--- config.mk ---
export PLATFORM = sky130hd
export DESIGN_NAME = dns_reply_address_extractor_top
export DESIGN_NICKNAME = d
export VERILOG_FILES = /design/src/rtl/core/dra_pkg.sv /design/src/rtl/core/dns_reply_address_extractor_top.sv /design/src/rtl/core/dra_in_stage.sv /design/src/rtl/core/dra_parser.sv
export SDC_FILE = /design/constraint.sdc
export NUM_CORES = 1
export LEC_CHECK = 0
export ABC_AREA = 1
export BUFFER_PORTS_ARGS = -buffer_cell sky130_fd_sc_hd__buf_2
export CAP_MARGIN = 15
export CORE_MARGIN = 5
export CORE_UTILIZATION = 40
export DETAILED_ROUTE_END_ITERATION = 6
export GPL_TIMING_DRIVEN = 0
export PLACE_DENSITY_LB_ADDON = 0.25
export SYNTH_ARGS = -nofsm -noshare
export SYNTH_HDL_FRONTEND = slang
export SYNTH_SLANG_ARGS = --single-unit
--- constraint.sdc ---
create_clock -name clk -period 2.75 [get_ports clk]
set_input_delay 0.275 -clock clk [delete_from_list [all_inputs] [get_ports clk]]
set_output_delay 0.275 -clock clk [all_outputs]
set_load 0.05 [all_outputs]
--- src/rtl/core/dra_pkg.sv ---
// dra_pkg: shared types and constants of the dns reply address extractor
// no dependencies; used by dra_in_stage, dra_parser and the top level
`default_nettype none

package dra_pkg;

    localparam int TRANSPORT_HEADER_BYTES = 8;
    localparam int NAME_HEADER_BYTES      = 12;

    // offsets within the dns header of the byte that completes each word
    localparam int HDR_ID_END      = 1;
    localparam int HDR_FLAGS_END   = 3;
    localparam int HDR_QDCOUNT_END = 5;
    localparam int HDR_ANCOUNT_END = 7;

    // offsets within an answer record
    localparam logic [3:0] REC_TYPE_HI    = 4'd2;
    localparam logic [3:0] REC_TYPE_LO    = 4'd3;
    localparam logic [3:0] REC_RDLEN_HI   = 4'd10;
    localparam logic [3:0] REC_RDLEN_LO   = 4'd11;
    localparam logic [3:0] REC_RDATA_BEG  = 4'd12;
    localparam logic [3:0] REC_RDATA_LAST = 4'd15;

    localparam logic [15:0] RCODE_MASK      = 16'h8F00;
    localparam logic [15:0] RCODE_NXDOMAIN  = 16'h8300;
    localparam logic [15:0] RCODE_REFUSED   = 16'h8500;
    localparam logic [15:0] QR_MASK         = 16'h0080;
    localparam logic [15:0] QDCOUNT_ONE     = 16'h0100;
    localparam logic [15:0] QUESTION_TAIL   = 16'd4;
    localparam logic [7:0]  TYPE_A_LO       = 8'd1;
    localparam logic [15:0] EXPECTED_ID_RST = 16'hCDAB;
    localparam logic [31:0] NO_ADDRESS      = 32'hFFFF_FFFF;

    typedef enum logic [2:0] {
        PH_HEADER     = 3'd0,
        PH_LABEL_LEN  = 3'd1,
        PH_LABEL_SKIP = 3'd2,
        PH_TAIL       = 3'd3,
        PH_RECORD     = 3'd4,
        PH_A_RECORD   = 3'd5,
        PH_RDATA_SKIP = 3'd6,
        PH_DONE       = 3'd7
    } phase_t;

    typedef enum logic [1:0] {
        ST_FOUND    = 2'd0,
        ST_FAILED   = 2'd1,
        ST_NOT_OURS = 2'd2,
        ST_NONE     = 2'd3
    } status_t;

    typedef struct packed {
        logic       valid;
        logic [7:0] data_byte;
        logic       frame_end;
    } step_t;

    typedef struct packed {
        status_t     status;
        logic [31:0] ip_address;
    } result_t;

endpackage

`default_nettype wire

--- src/rtl/core/dns_reply_address_extractor_top.sv ---
// dns_reply_address_extractor_top: byte stream in, one dns a-record result per frame out
// depends on dra_pkg, dra_in_stage and dra_parser
// a frame's result reaches m_tdata via the input register, then the result register
// throughput: one byte per cycle, set by the single-pass update between the input
// register and the result register; a stalled result holds back only the next last byte
// reset: clears parse state, both stages and restores expected_id to 0xcdab
`default_nettype none

module dns_reply_address_extractor_top #(
    parameter int LINK_HEADER_BYTES = 14,
    parameter int NET_HEADER_BYTES  = 20,
    parameter int MAX_RECORDS       = 100
) (
    input  wire logic        clk,
    input  wire logic        rst_n,
    input  wire logic        s_tvalid,
    output logic             s_tready,
    input  wire logic [7:0]  s_tdata,   // [7:0] data_byte
    input  wire logic        s_tlast,   // frame_end
    output logic             m_tvalid,
    input  wire logic        m_tready,
    output logic [39:0]      m_tdata,   // [1:0] status, [33:2] ip_address, [39:34] zero
    input  wire logic        cfg_valid,
    output logic             cfg_ready,
    input  wire logic [15:0] cfg_data   // expected_id
);

    dra_pkg::step_t   step;
    dra_pkg::result_t result;
    logic             result_valid;
    logic             advance;
    logic             fire;
    logic [15:0]      expected_id_reg;
    logic             out_valid_reg;
    dra_pkg::result_t out_reg;

    assign advance   = !step.frame_end || !out_valid_reg || m_tready;
    assign fire      = step.valid && advance;
    assign cfg_ready = 1'b1;

    dra_in_stage u_in_stage (
        .clk      (clk),
        .rst_n    (rst_n),
        .s_tvalid (s_tvalid),
        .s_tready (s_tready),
        .s_tdata  (s_tdata),
        .s_tlast  (s_tlast),
        .advance  (advance),
        .step     (step)
    );

    dra_parser #(
        .LINK_HEADER_BYTES (LINK_HEADER_BYTES),
        .NET_HEADER_BYTES  (NET_HEADER_BYTES),
        .MAX_RECORDS       (MAX_RECORDS)
    ) u_parser (
        .clk          (clk),
        .rst_n        (rst_n),
        .step         (step),
        .fire         (fire),
        .expected_id  (expected_id_reg),
        .result_valid (result_valid),
        .result       (result)
    );

    always_ff @(posedge clk or negedge rst_n)
    begin
        if (!rst_n)
        begin
            expected_id_reg <= dra_pkg::EXPECTED_ID_RST;
        end
        else if (cfg_valid && cfg_ready)
        begin
            expected_id_reg <= cfg_data;
        end
    end

    always_ff @(posedge clk or negedge rst_n)
    begin
        if (!rst_n)
        begin
            out_valid_reg <= 1'b0;
        end
        else if (result_valid)
        begin
            out_valid_reg <= 1'b1;
        end
        else if (m_tready)
        begin
            out_valid_reg <= 1'b0;
        end
    end

    always_ff @(posedge clk)
    begin
        if (result_valid)
        begin
            out_reg <= result;
        end
    end

    assign m_tvalid = out_valid_reg;
    assign m_tdata  = {6'd0, out_reg.ip_address, out_reg.status};

    // a held result is never overwritten by the next frame's result
    a_no_overwrite : assert property (@(posedge clk) disable iff (!rst_n)
        (out_valid_reg && !m_tready) |-> !result_valid)
        else $error("result register overwritten while stalled");

    // any status other than found carries the all-ones address
    a_fail_addr : assert property (@(posedge clk) disable iff (!rst_n)
        (m_tvalid && (out_reg.status != dra_pkg::ST_FOUND))
            |-> (out_reg.ip_address == dra_pkg::NO_ADDRESS))
        else $error("failed result with a non all-ones address");

    // a new result only follows a processed last byte
    a_result_source : assert property (@(posedge clk) disable iff (!rst_n)
        $rose(m_tvalid) |-> $past(fire && step.frame_end))
        else $error("result without a frame end");

    // a stalled last byte keeps the input register closed
    a_last_blocks : assert property (@(posedge clk) disable iff (!rst_n)
        (step.valid && step.frame_end && out_valid_reg && !m_tready) |-> !s_tready)
        else $error("input taken while the last byte is stalled");

endmodule

`default_nettype wire

--- src/rtl/core/dra_in_stage.sv ---
// dra_in_stage: input register for frame bytes
// depends on dra_pkg (step_t)
`default_nettype none

module dra_in_stage (
    input  wire logic          clk,
    input  wire logic          rst_n,
    input  wire logic          s_tvalid,
    output logic               s_tready,
    input  wire logic [7:0]    s_tdata,   // [7:0] data_byte
    input  wire logic          s_tlast,   // frame_end
    input  wire logic          advance,
    output dra_pkg::step_t     step
);

    logic       valid_reg;
    logic [7:0] data_reg;
    logic       last_reg;

    assign s_tready = !valid_reg || advance;

    always_ff @(posedge clk or negedge rst_n)
    begin
        if (!rst_n)
        begin
            valid_reg <= 1'b0;
        end
        else if (s_tready)
        begin
            valid_reg <= s_tvalid;
        end
    end

    always_ff @(posedge clk)
    begin
        if (s_tready && s_tvalid)
        begin
            data_reg <= s_tdata;
            last_reg <= s_tlast;
        end
    end

    assign step.valid     = valid_reg;
    assign step.data_byte = data_reg;
    assign step.frame_end = last_reg;

endmodule

`default_nettype wire

--- src/rtl/core/dra_parser.sv ---
// dra_parser: frame parse state and per-byte update logic
// depends on dra_pkg (phase_t, status_t, step_t, result_t, constants)
`default_nettype none

module dra_parser #(
    parameter int LINK_HEADER_BYTES = 14,
    parameter int NET_HEADER_BYTES  = 20,
    parameter int MAX_RECORDS       = 100
) (
    input  wire logic              clk,
    input  wire logic              rst_n,
    input  wire dra_pkg::step_t    step,
    input  wire logic              fire,
    input  wire logic [15:0]       expected_id,
    output logic                   result_valid,
    output dra_pkg::result_t       result
);

    localparam int DNS_START = LINK_HEADER_BYTES + NET_HEADER_BYTES
                               + dra_pkg::TRANSPORT_HEADER_BYTES;
    localparam int POS_W = $clog2(DNS_START + dra_pkg::NAME_HEADER_BYTES + 1);
    localparam int RC_W  = $clog2(MAX_RECORDS + 1);

    dra_pkg::phase_t  phase_reg,  phase_next,  phase_step;
    dra_pkg::status_t verdict_reg, verdict_next, verdict_step;
    logic [POS_W-1:0] pos_reg,    pos_next,    pos_step;
    logic [15:0]      hw_reg,     hw_next,     hw_step;
    logic [15:0]      skip_reg,   skip_next,   skip_step;
    logic [RC_W-1:0]  rc_reg,     rc_next,     rc_step;
    logic [3:0]       off_reg,    off_next,    off_step;
    logic [31:0]      acc_reg,    acc_next,    acc_step;

    logic [7:0]       b;
    logic [POS_W-1:0] rel;
    logic [15:0]      hw_shift;
    logic [15:0]      skip_dec;
    logic [15:0]      rdlen;
    logic [RC_W-1:0]  rc_inc;

    assign b        = step.data_byte;
    assign rel      = pos_reg - POS_W'(DNS_START);
    assign hw_shift = {b, hw_reg[15:8]};
    assign skip_dec = skip_reg - 16'd1;
    assign rdlen    = {hw_reg[7:0], b};
    assign rc_inc   = rc_reg + RC_W'(1);

    // per-byte next state
    always_comb
    begin
        phase_step   = phase_reg;
        verdict_step = verdict_reg;
        pos_step     = pos_reg;
        hw_step      = hw_reg;
        skip_step    = skip_reg;
        rc_step      = rc_reg;
        off_step     = off_reg;
        acc_step     = acc_reg;
        unique case (phase_reg)
            dra_pkg::PH_HEADER:
            begin
                pos_step = pos_reg + POS_W'(1);
                if (pos_reg >= POS_W'(DNS_START))
                begin
                    hw_step = hw_shift;
                    if (rel == POS_W'(dra_pkg::HDR_ID_END))
                    begin
                        if (hw_shift != expected_id)
                        begin
                            verdict_step = dra_pkg::ST_NOT_OURS;
                            phase_step   = dra_pkg::PH_DONE;
                        end
                    end
                    else if (rel == POS_W'(dra_pkg::HDR_FLAGS_END))
                    begin
                        if (((hw_shift & dra_pkg::RCODE_MASK) == dra_pkg::RCODE_NXDOMAIN)
                            || ((hw_shift & dra_pkg::RCODE_MASK) == dra_pkg::RCODE_REFUSED)
                            || ((hw_shift & dra_pkg::QR_MASK) == 16'd0))
                        begin
                            verdict_step = dra_pkg::ST_FAILED;
                            phase_step   = dra_pkg::PH_DONE;
                        end
                    end
                    else if (rel == POS_W'(dra_pkg::HDR_QDCOUNT_END))
                    begin
                        if (hw_shift != dra_pkg::QDCOUNT_ONE)
                        begin
                            verdict_step = dra_pkg::ST_FAILED;
                            phase_step   = dra_pkg::PH_DONE;
                        end
                    end
                    else if (rel == POS_W'(dra_pkg::HDR_ANCOUNT_END))
                    begin
                        if (hw_shift == 16'd0)
                        begin
                            verdict_step = dra_pkg::ST_FAILED;
                            phase_step   = dra_pkg::PH_DONE;
                        end
                    end
                    else if (rel == POS_W'(dra_pkg::NAME_HEADER_BYTES - 1))
                    begin
                        phase_step = dra_pkg::PH_LABEL_LEN;
                    end
                end
            end
            dra_pkg::PH_LABEL_LEN:
            begin
                if (b == 8'd0)
                begin
                    skip_step  = dra_pkg::QUESTION_TAIL;
                    phase_step = dra_pkg::PH_TAIL;
                end
                else
                begin
                    skip_step  = {8'd0, b};
                    phase_step = dra_pkg::PH_LABEL_SKIP;
                end
            end
            dra_pkg::PH_LABEL_SKIP:
            begin
                skip_step = skip_dec;
                if (skip_dec == 16'd0)
                begin
                    phase_step = dra_pkg::PH_LABEL_LEN;
                end
            end
            dra_pkg::PH_TAIL, dra_pkg::PH_RDATA_SKIP:
            begin
                skip_step = skip_dec;
                if (skip_dec == 16'd0)
                begin
                    off_step   = 4'd0;
                    phase_step = dra_pkg::PH_RECORD;
                end
            end
            dra_pkg::PH_RECORD:
            begin
                off_step = off_reg + 4'd1;
                if (off_reg == dra_pkg::REC_TYPE_HI || off_reg == dra_pkg::REC_RDLEN_HI)
                begin
                    hw_step = {8'd0, b};
                end
                else if (off_reg == dra_pkg::REC_TYPE_LO)
                begin
                    if (hw_reg == 16'd0 && b == dra_pkg::TYPE_A_LO)
                    begin
                        phase_step = dra_pkg::PH_A_RECORD;
                    end
                end
                else if (off_reg == dra_pkg::REC_RDLEN_LO)
                begin
                    skip_step = rdlen;
                    rc_step   = rc_inc;
                    if (rc_inc >= RC_W'(MAX_RECORDS))
                    begin
                        verdict_step = dra_pkg::ST_NONE;
                        phase_step   = dra_pkg::PH_DONE;
                    end
                    else if (rdlen == 16'd0)
                    begin
                        off_step   = 4'd0;
                        phase_step = dra_pkg::PH_RECORD;
                    end
                    else
                    begin
                        phase_step = dra_pkg::PH_RDATA_SKIP;
                    end
                end
            end
            dra_pkg::PH_A_RECORD:
            begin
                off_step = off_reg + 4'd1;
                if (off_reg >= dra_pkg::REC_RDATA_BEG)
                begin
                    acc_step = {b, acc_reg[31:8]};
                    if (off_reg == dra_pkg::REC_RDATA_LAST)
                    begin
                        verdict_step = dra_pkg::ST_FOUND;
                        phase_step   = dra_pkg::PH_DONE;
                    end
                end
            end
            dra_pkg::PH_DONE:
            begin
                phase_step = dra_pkg::PH_DONE;
            end
            default:
            begin
                phase_step = dra_pkg::PH_DONE;
            end
        endcase
    end

    // register next values, returned to their reset values after the frame's last byte
    always_comb
    begin
        phase_next   = phase_reg;
        verdict_next = verdict_reg;
        pos_next     = pos_reg;
        hw_next      = hw_reg;
        skip_next    = skip_reg;
        rc_next      = rc_reg;
        off_next     = off_reg;
        acc_next     = acc_reg;
        if (fire)
        begin
            if (step.frame_end)
            begin
                phase_next   = dra_pkg::PH_HEADER;
                verdict_next = dra_pkg::ST_NONE;
                pos_next     = '0;
                hw_next      = '0;
                skip_next    = '0;
                rc_next      = '0;
                off_next     = '0;
                acc_next     = '0;
            end
            else
            begin
                phase_next   = phase_step;
                verdict_next = verdict_step;
                pos_next     = pos_step;
                hw_next      = hw_step;
                skip_next    = skip_step;
                rc_next      = rc_step;
                off_next     = off_step;
                acc_next     = acc_step;
            end
        end
    end

    // result outputs
    always_comb
    begin
        result_valid      = fire && step.frame_end;
        result.status     = verdict_step;
        result.ip_address = (verdict_step == dra_pkg::ST_FOUND) ? acc_step
                                                                 : dra_pkg::NO_ADDRESS;
    end

    always_ff @(posedge clk or negedge rst_n)
    begin
        if (!rst_n)
        begin
            phase_reg   <= dra_pkg::PH_HEADER;
            verdict_reg <= dra_pkg::ST_NONE;
            pos_reg     <= '0;
            hw_reg      <= '0;
            skip_reg    <= '0;
            rc_reg      <= '0;
            off_reg     <= '0;
            acc_reg     <= '0;
        end
        else
        begin
            phase_reg   <= phase_next;
            verdict_reg <= verdict_next;
            pos_reg     <= pos_next;
            hw_reg      <= hw_next;
            skip_reg    <= skip_next;
            rc_reg      <= rc_next;
            off_reg     <= off_next;
            acc_reg     <= acc_next;
        end
    end

endmodule

`default_nettype wire
Word level (Yosys, flattened, before mapping)

Cells that the tools add are included.

Register bits: 147
Word-level logic and storage cells: 169
Output and inout port bits: 43

Order comparisons: 3
Reduce and logical (&&, ||, !) cells: 36
Multiplexer cells: 70
Eq/ne operators: 40
Add/subtract/negate cells: 5

Operators by type and width:

| cell                                               | number |
|---|---|
| two-way mux 16 bit                                 | 7 |
| two-way mux 32 bit                                 | 3 |
| logical NOT 16 bit                                 | 5 |
| two-way mux 3 bit                                  | 20 |
| case mux 16 bit (3 select lines)                   | 1 |
| two-way mux 7 bit                                  | 5 |
| two-way mux 2 bit                                  | 17 |
| case mux 16 bit (2 select lines)                   | 1 |
| two-way mux 4 bit                                  | 7 |
| != test 3 x 2 -> 1 bit, second input constant      | 7 |
| case mux 3 bit (7 select lines)                    | 1 |
| != test 16 bit                                     | 1 |
| != test 16 x 9 -> 1 bit, second input constant     | 1 |
| subtractor 16 x 1 -> 16 bit, second input constant | 1 |
| AND reduction 14 bit                               | 1 |
| == test 3 bit, second input constant               | 4 |
| == test 4 bit, second input constant               | 3 |
| == test 6 x 3 -> 1 bit, second input constant      | 2 |
| two-way mux 6 bit                                  | 2 |
| case mux 4 bit (3 select lines)                    | 1 |
| == test 5 bit, second input constant               | 2 |
| AND reduction 5 bit                                | 2 |
| == test 4 x 2 -> 1 bit, second input constant      | 2 |
| == test 8 x 1 -> 1 bit, second input constant      | 1 |
| other kinds (37)                                   | 57 |

Depth between registers and ports, before layout

Depth after elaboration: 10
Depth in mapped cells: 18
Mapped depth without buffers: 17

Hierarchy

A second synthesis with hierarchy kept.

Cells, all modules: 1011
Area, all modules: 8232.9 um^2

By module, submodules not included:

| module                          | cells each | instances | area each (um^2) | sequential area each (um^2) |
|---|---|---|---|---|
| dra_parser                      | 876        | 1         | 6104.6           | 2154.6 |
| dns_reply_address_extractor_top | 118        | 1         | 1798.0           | 1458.9 |
| dra_in_stage                    | 17         | 1         | 330.3            | 295.3 |

Worst setup path after synthesis

Ideal clock, no wire load.

Path type: reg-to-reg
From: reg out_valid_reg, in the netlist m_tvalid
To: reg out_reg (netlist bit m_tdata[0]) (enable)
Data required time: 2.360 ns
Arrival time: 1.851 ns
Buffers on the path: 0
Setup time: 0.390 ns
Path slack: 0.509 ns
Stages on the path, launching flop included: 8
Clock period less this slack: 2.241 ns
Cell sequence: dfrtp_1 -> inv_1 -> nor2_1 -> nand2_1 -> nand2_1 -> inv_1 -> nand2_1 -> inv_1

Longest elaborated chain between the ends: 5

Ends and longest elaborated chain:

| what                          | RTL line                              | RTL |
|---|---|---|
| start, declared               | dns_reply_address_extractor_top.sv:34 | `logic out_valid_reg;` |
| start signal, assigned        | dns_reply_address_extractor_top.sv:82 | `out_valid_reg <= 1'b0;` |
| start signal, assigned        | dns_reply_address_extractor_top.sv:86 | `out_valid_reg <= 1'b1;` |
| start signal, assigned        | dns_reply_address_extractor_top.sv:90 | `out_valid_reg <= 1'b0;` |
| logical NOT 1 bit             | dns_reply_address_extractor_top.sv:37 | `assign advance = !step.frame_end \|\| !out_valid_reg \|\| m_tready;` |
| logical OR 1 bit (2 in a row) | dns_reply_address_extractor_top.sv:37 |  |
| logical AND 1 bit             | dns_reply_address_extractor_top.sv:38 | `assign fire = step.valid && advance;` |
| logical AND 1 bit             | dra_parser.sv:234                     | `result_valid = fire && step.frame_end;` |
| via result_valid              | dns_reply_address_extractor_top.sv:30 | `logic result_valid;` |
| end signal, assigned          | dns_reply_address_extractor_top.sv:98 | `out_reg <= result;` |
| end, declared                 | dns_reply_address_extractor_top.sv:35 | `dra_pkg::result_t out_reg;` |

The timed path passes the listed nets, and every way through them passes these cells.
A chain may end at the register's enable or synchronous reset.

==> results.md <==
* Status: finished clean
* Mapped cell area at 7828 µm²
* Setup TNS at 0 ns
* Vias/cell at 5.040
* Largest net degree at the start of global routing at 67
* Crit-path max FO at 10
* Max Fclk at 400.5 MHz
* Fin crit period at 2.497 ns
* Final nets at 1049
* Hold Path Class: in -> reg
* Width of the die at 149.9 µm
* Maximum vdd drop at 594.1 µV
* CTS Buf Count at 17
* Gpl congestion at 0.8831
* Hold Violations, Final at 0
* Clk buf depth at 2
* Worst-path clk slew at 0.07 ns
* Setup CP Type: reg -> reg
* Initial antenna violation count at 0
* RSZ-0062 raised after global routing: false
* Die area at 22470 µm²
* Final worst-path cycle share at 90.79%
* Synthesized area per cell at 8.564 µm²
* Yosys warnings at 0
* DRT Pass-1 Iters at 5
* Tot GR Track Use at 17.03%
* Crit path launch type: flop
* WL/cell at 14.48 µm
* Setup crit end kind: flop
* Remaining DRCs at 0
* DRT iter0 DRCs at 433
* GRT overflow at 0
* Root buf cell: clkbuf_16
* Top Ports at 73
* Worst-Margin Slew at 0.6106 ns
* Global-route wire length before repair at 30.52 mm
* CTS tree: done
* Commonest cells after routing, fill and taps aside: 167 x nand2_1, 119 x inv_1, 92 x dfrtp_1
* Gate Count Post-Synth at 914
* Critical Path AT at 2.65 ns
* PD cells at 977.9 nW/µm²
* Synth Register Bits at 147
* Cell variety after synth at 45
* Die Y-Extent at 149.9 µm
* Fill cells at 1868
* Sequential area share after synthesis at 49.94%
* Vias at 6486
* Port bufs at 64
* Storage element area at 3909 µm²
* Clock skew at 0.007434 ns
* Std cell rows at 51
* Share of post-route cells with drive strength above 1 at 18.30%
* Area Overhead vs Synth at 17.76%
* Area occupied by multi-input gates at 3229 µm²
* Static leakage at 4.089 nW
* Starting density of the core at 40.48%
* Vias in the first global route at 6099
* Max-cap violations at 0
* HPWL Detailed at 13.42 mm
* Max reg flops at 34
* Number of diodes at 0
* Final setup vio count at 0
* Core Util, Final at 47.67%
* Worst-Skew Late Latency at 0.42 ns
* Rel. slew slack at 59.29%
* Antenna Violating Nets Remaining at 0
* Most common cell after layout, fill and taps aside: nand2_1
* Total wire length at 18.63 mm
* Final slew viol count at 0
* Clock sinks at 147
* Critical Path RT at 2.90 ns
* H-tree Lvls at 4
* Core area at 19330 µm²
* Hold WS at 0.02244 ns
-- final timing paths --
kind / start / endpoint / slack [ns] / depth (start not counted)
worst max-delay path: u_parser.pos_reg[1] / m_tdata[18] / 0.25 / 16
worst min-delay path: s_tdata[3] / u_in_stage.data_reg[3] / 0.02 / 1
worst max register to register: u_parser.pos_reg[1] / m_tdata[18] / 0.25 / 16
worst min register to register: expected_id_reg[4] / expected_id_reg[4] / 0.53 / 1
max in group asynchronous: rst_n / expected_id_reg[1] / 1.67 / 3
min in group asynchronous: rst_n / expected_id_reg[2] / 0.37 / 2
-- power by group --
| part | total (mW) | leakage [nW] | internal, mW | switching, mW |
|---|---|---|---|---|
| clock | 2.40 | 0.293 | 1.39 | 1.01 |
| combinational | 3.60 | 2.07 | 1.22 | 2.38 |
| sequential | 3.01 | 1.72 | 2.72 | 0.289 |
| total | 9.01 | 4.09 | 5.34 | 3.67 |
-- kinds of logic after synthesis --
kind of cell,count (synthesis),synth area share [%]
adders and majority gates,10,1.598
xor gates and xnor gates,23,2.573
and+or+nand+nor,385,21.96
muxes,16,2.302
AOI/OAI and AO/OA,164,12.36
DFF,147,49.94
other,2,0.09594
buffers and inverters,167,9.175
-- routing by layer --
| layer | wire length, µm | vias to the layer above | track usage (%) | share of wire, % |
|---|---|---|---|---|
| met5 | 0 | - | 0 | 0 |
| met3 | 975 | 27 | 3.937 | 5.2 |
| met4 | 342 | 0 | 5.535 | 1.8 |
| li1 | - | 3247 | - | - |
| met2 | 8586 | 180 | 27.01 | 46 |
| met1 | 8727 | 3032 | 23.16 | 47 |
-- synthesized netlist by cell type (all sizes together) --
master | count | area (µm²)
or2 | 1 | 6.260
buf | 21 | 167.6
nor2 | 90 | 362.9
o22ai | 55 | 344.1
xor2 | 6 | 52.55
a221oi | 1 | 8.760
dfrtp | 92 | 2302
nand3b | 3 | 22.52
edfxtp | 43 | 1291
clkbuf | 19 | 71.32
a21boi | 1 | 7.510
a32o | 1 | 10.01
conb | 2 | 7.510
mux2 | 16 | 180.2
inv | 126 | 475.5
dfstp | 12 | 315.3
ha | 10 | 125.1
nor3 | 13 | 70.07
o32ai | 1 | 8.760
nor4 | 3 | 18.77
a211oi | 2 | 32.53
nand3 | 81 | 440.4
xnor2 | 17 | 148.9
nand2 | 175 | 676.9
clkinv | 1 | 3.750
o21ai | 70 | 361.6
a21oi | 23 | 118.9
a22oi | 10 | 75.07
nand4 | 18 | 112.6
and2 | 1 | 8.760
-- worst max-delay path: stages, from the launching register on --
cell and delay [ns]:
dfrtp_1 0.40, inv_1 0.12, ha_2 0.21, inv_1 0.06, o21ai_0 0.20, o21ai_2 0.14, nand2_1 0.07, inv_1 0.05
nand2_2 0.07, nand3_1 0.08, nand2_1 0.10, nand2_1 0.08, nand2_1 0.12, nand3_2 0.13, inv_4 0.14, buf_6 0.15
nand3_1 0.11
-- what timing repair did --
action                                  in CTS  in global routing
gates resized for setup                      0                  4
hold endpoints to repair                    28                  0
hold buffers                                 1                  0
endpoints found under the setup margin       0                 30
buffers inserted                             0                  4
-- per-stage QoR --
stage | instances | area [µm²] | power [mW] | setup slack (ns)
finish | 1287 | 9218 | 9.014 | 0.2534
floorplan | 919 | 7846 | 5.744 | 0.5091
detailed placement | 1250 | 8556 | 6.586 | 0.1808
CTS | 1283 | 9175 | 9.018 | 0.1820
global route | 1287 | 9218 | 9.645 | 0.02989
global placement | 1248 | 8498 | 6.530 | 0.08714
-- final cells by class --
| type | count | share of cell area, % |
|---|---|---|
| timing repair buffer | 71 | 4.534 |
| clock buffer | 18 | 4.764 |
| inverter | 127 | 5.226 |
| multi-input combinational | 605 | 35.03 |
| clock inverter | 14 | 1.846 |
| buffer | 40 | 2.593 |
| tap | 265 | 3.597 |
| sequential | 147 | 42.41 |
Note: power is estimated with default switching activity, not from simulation.
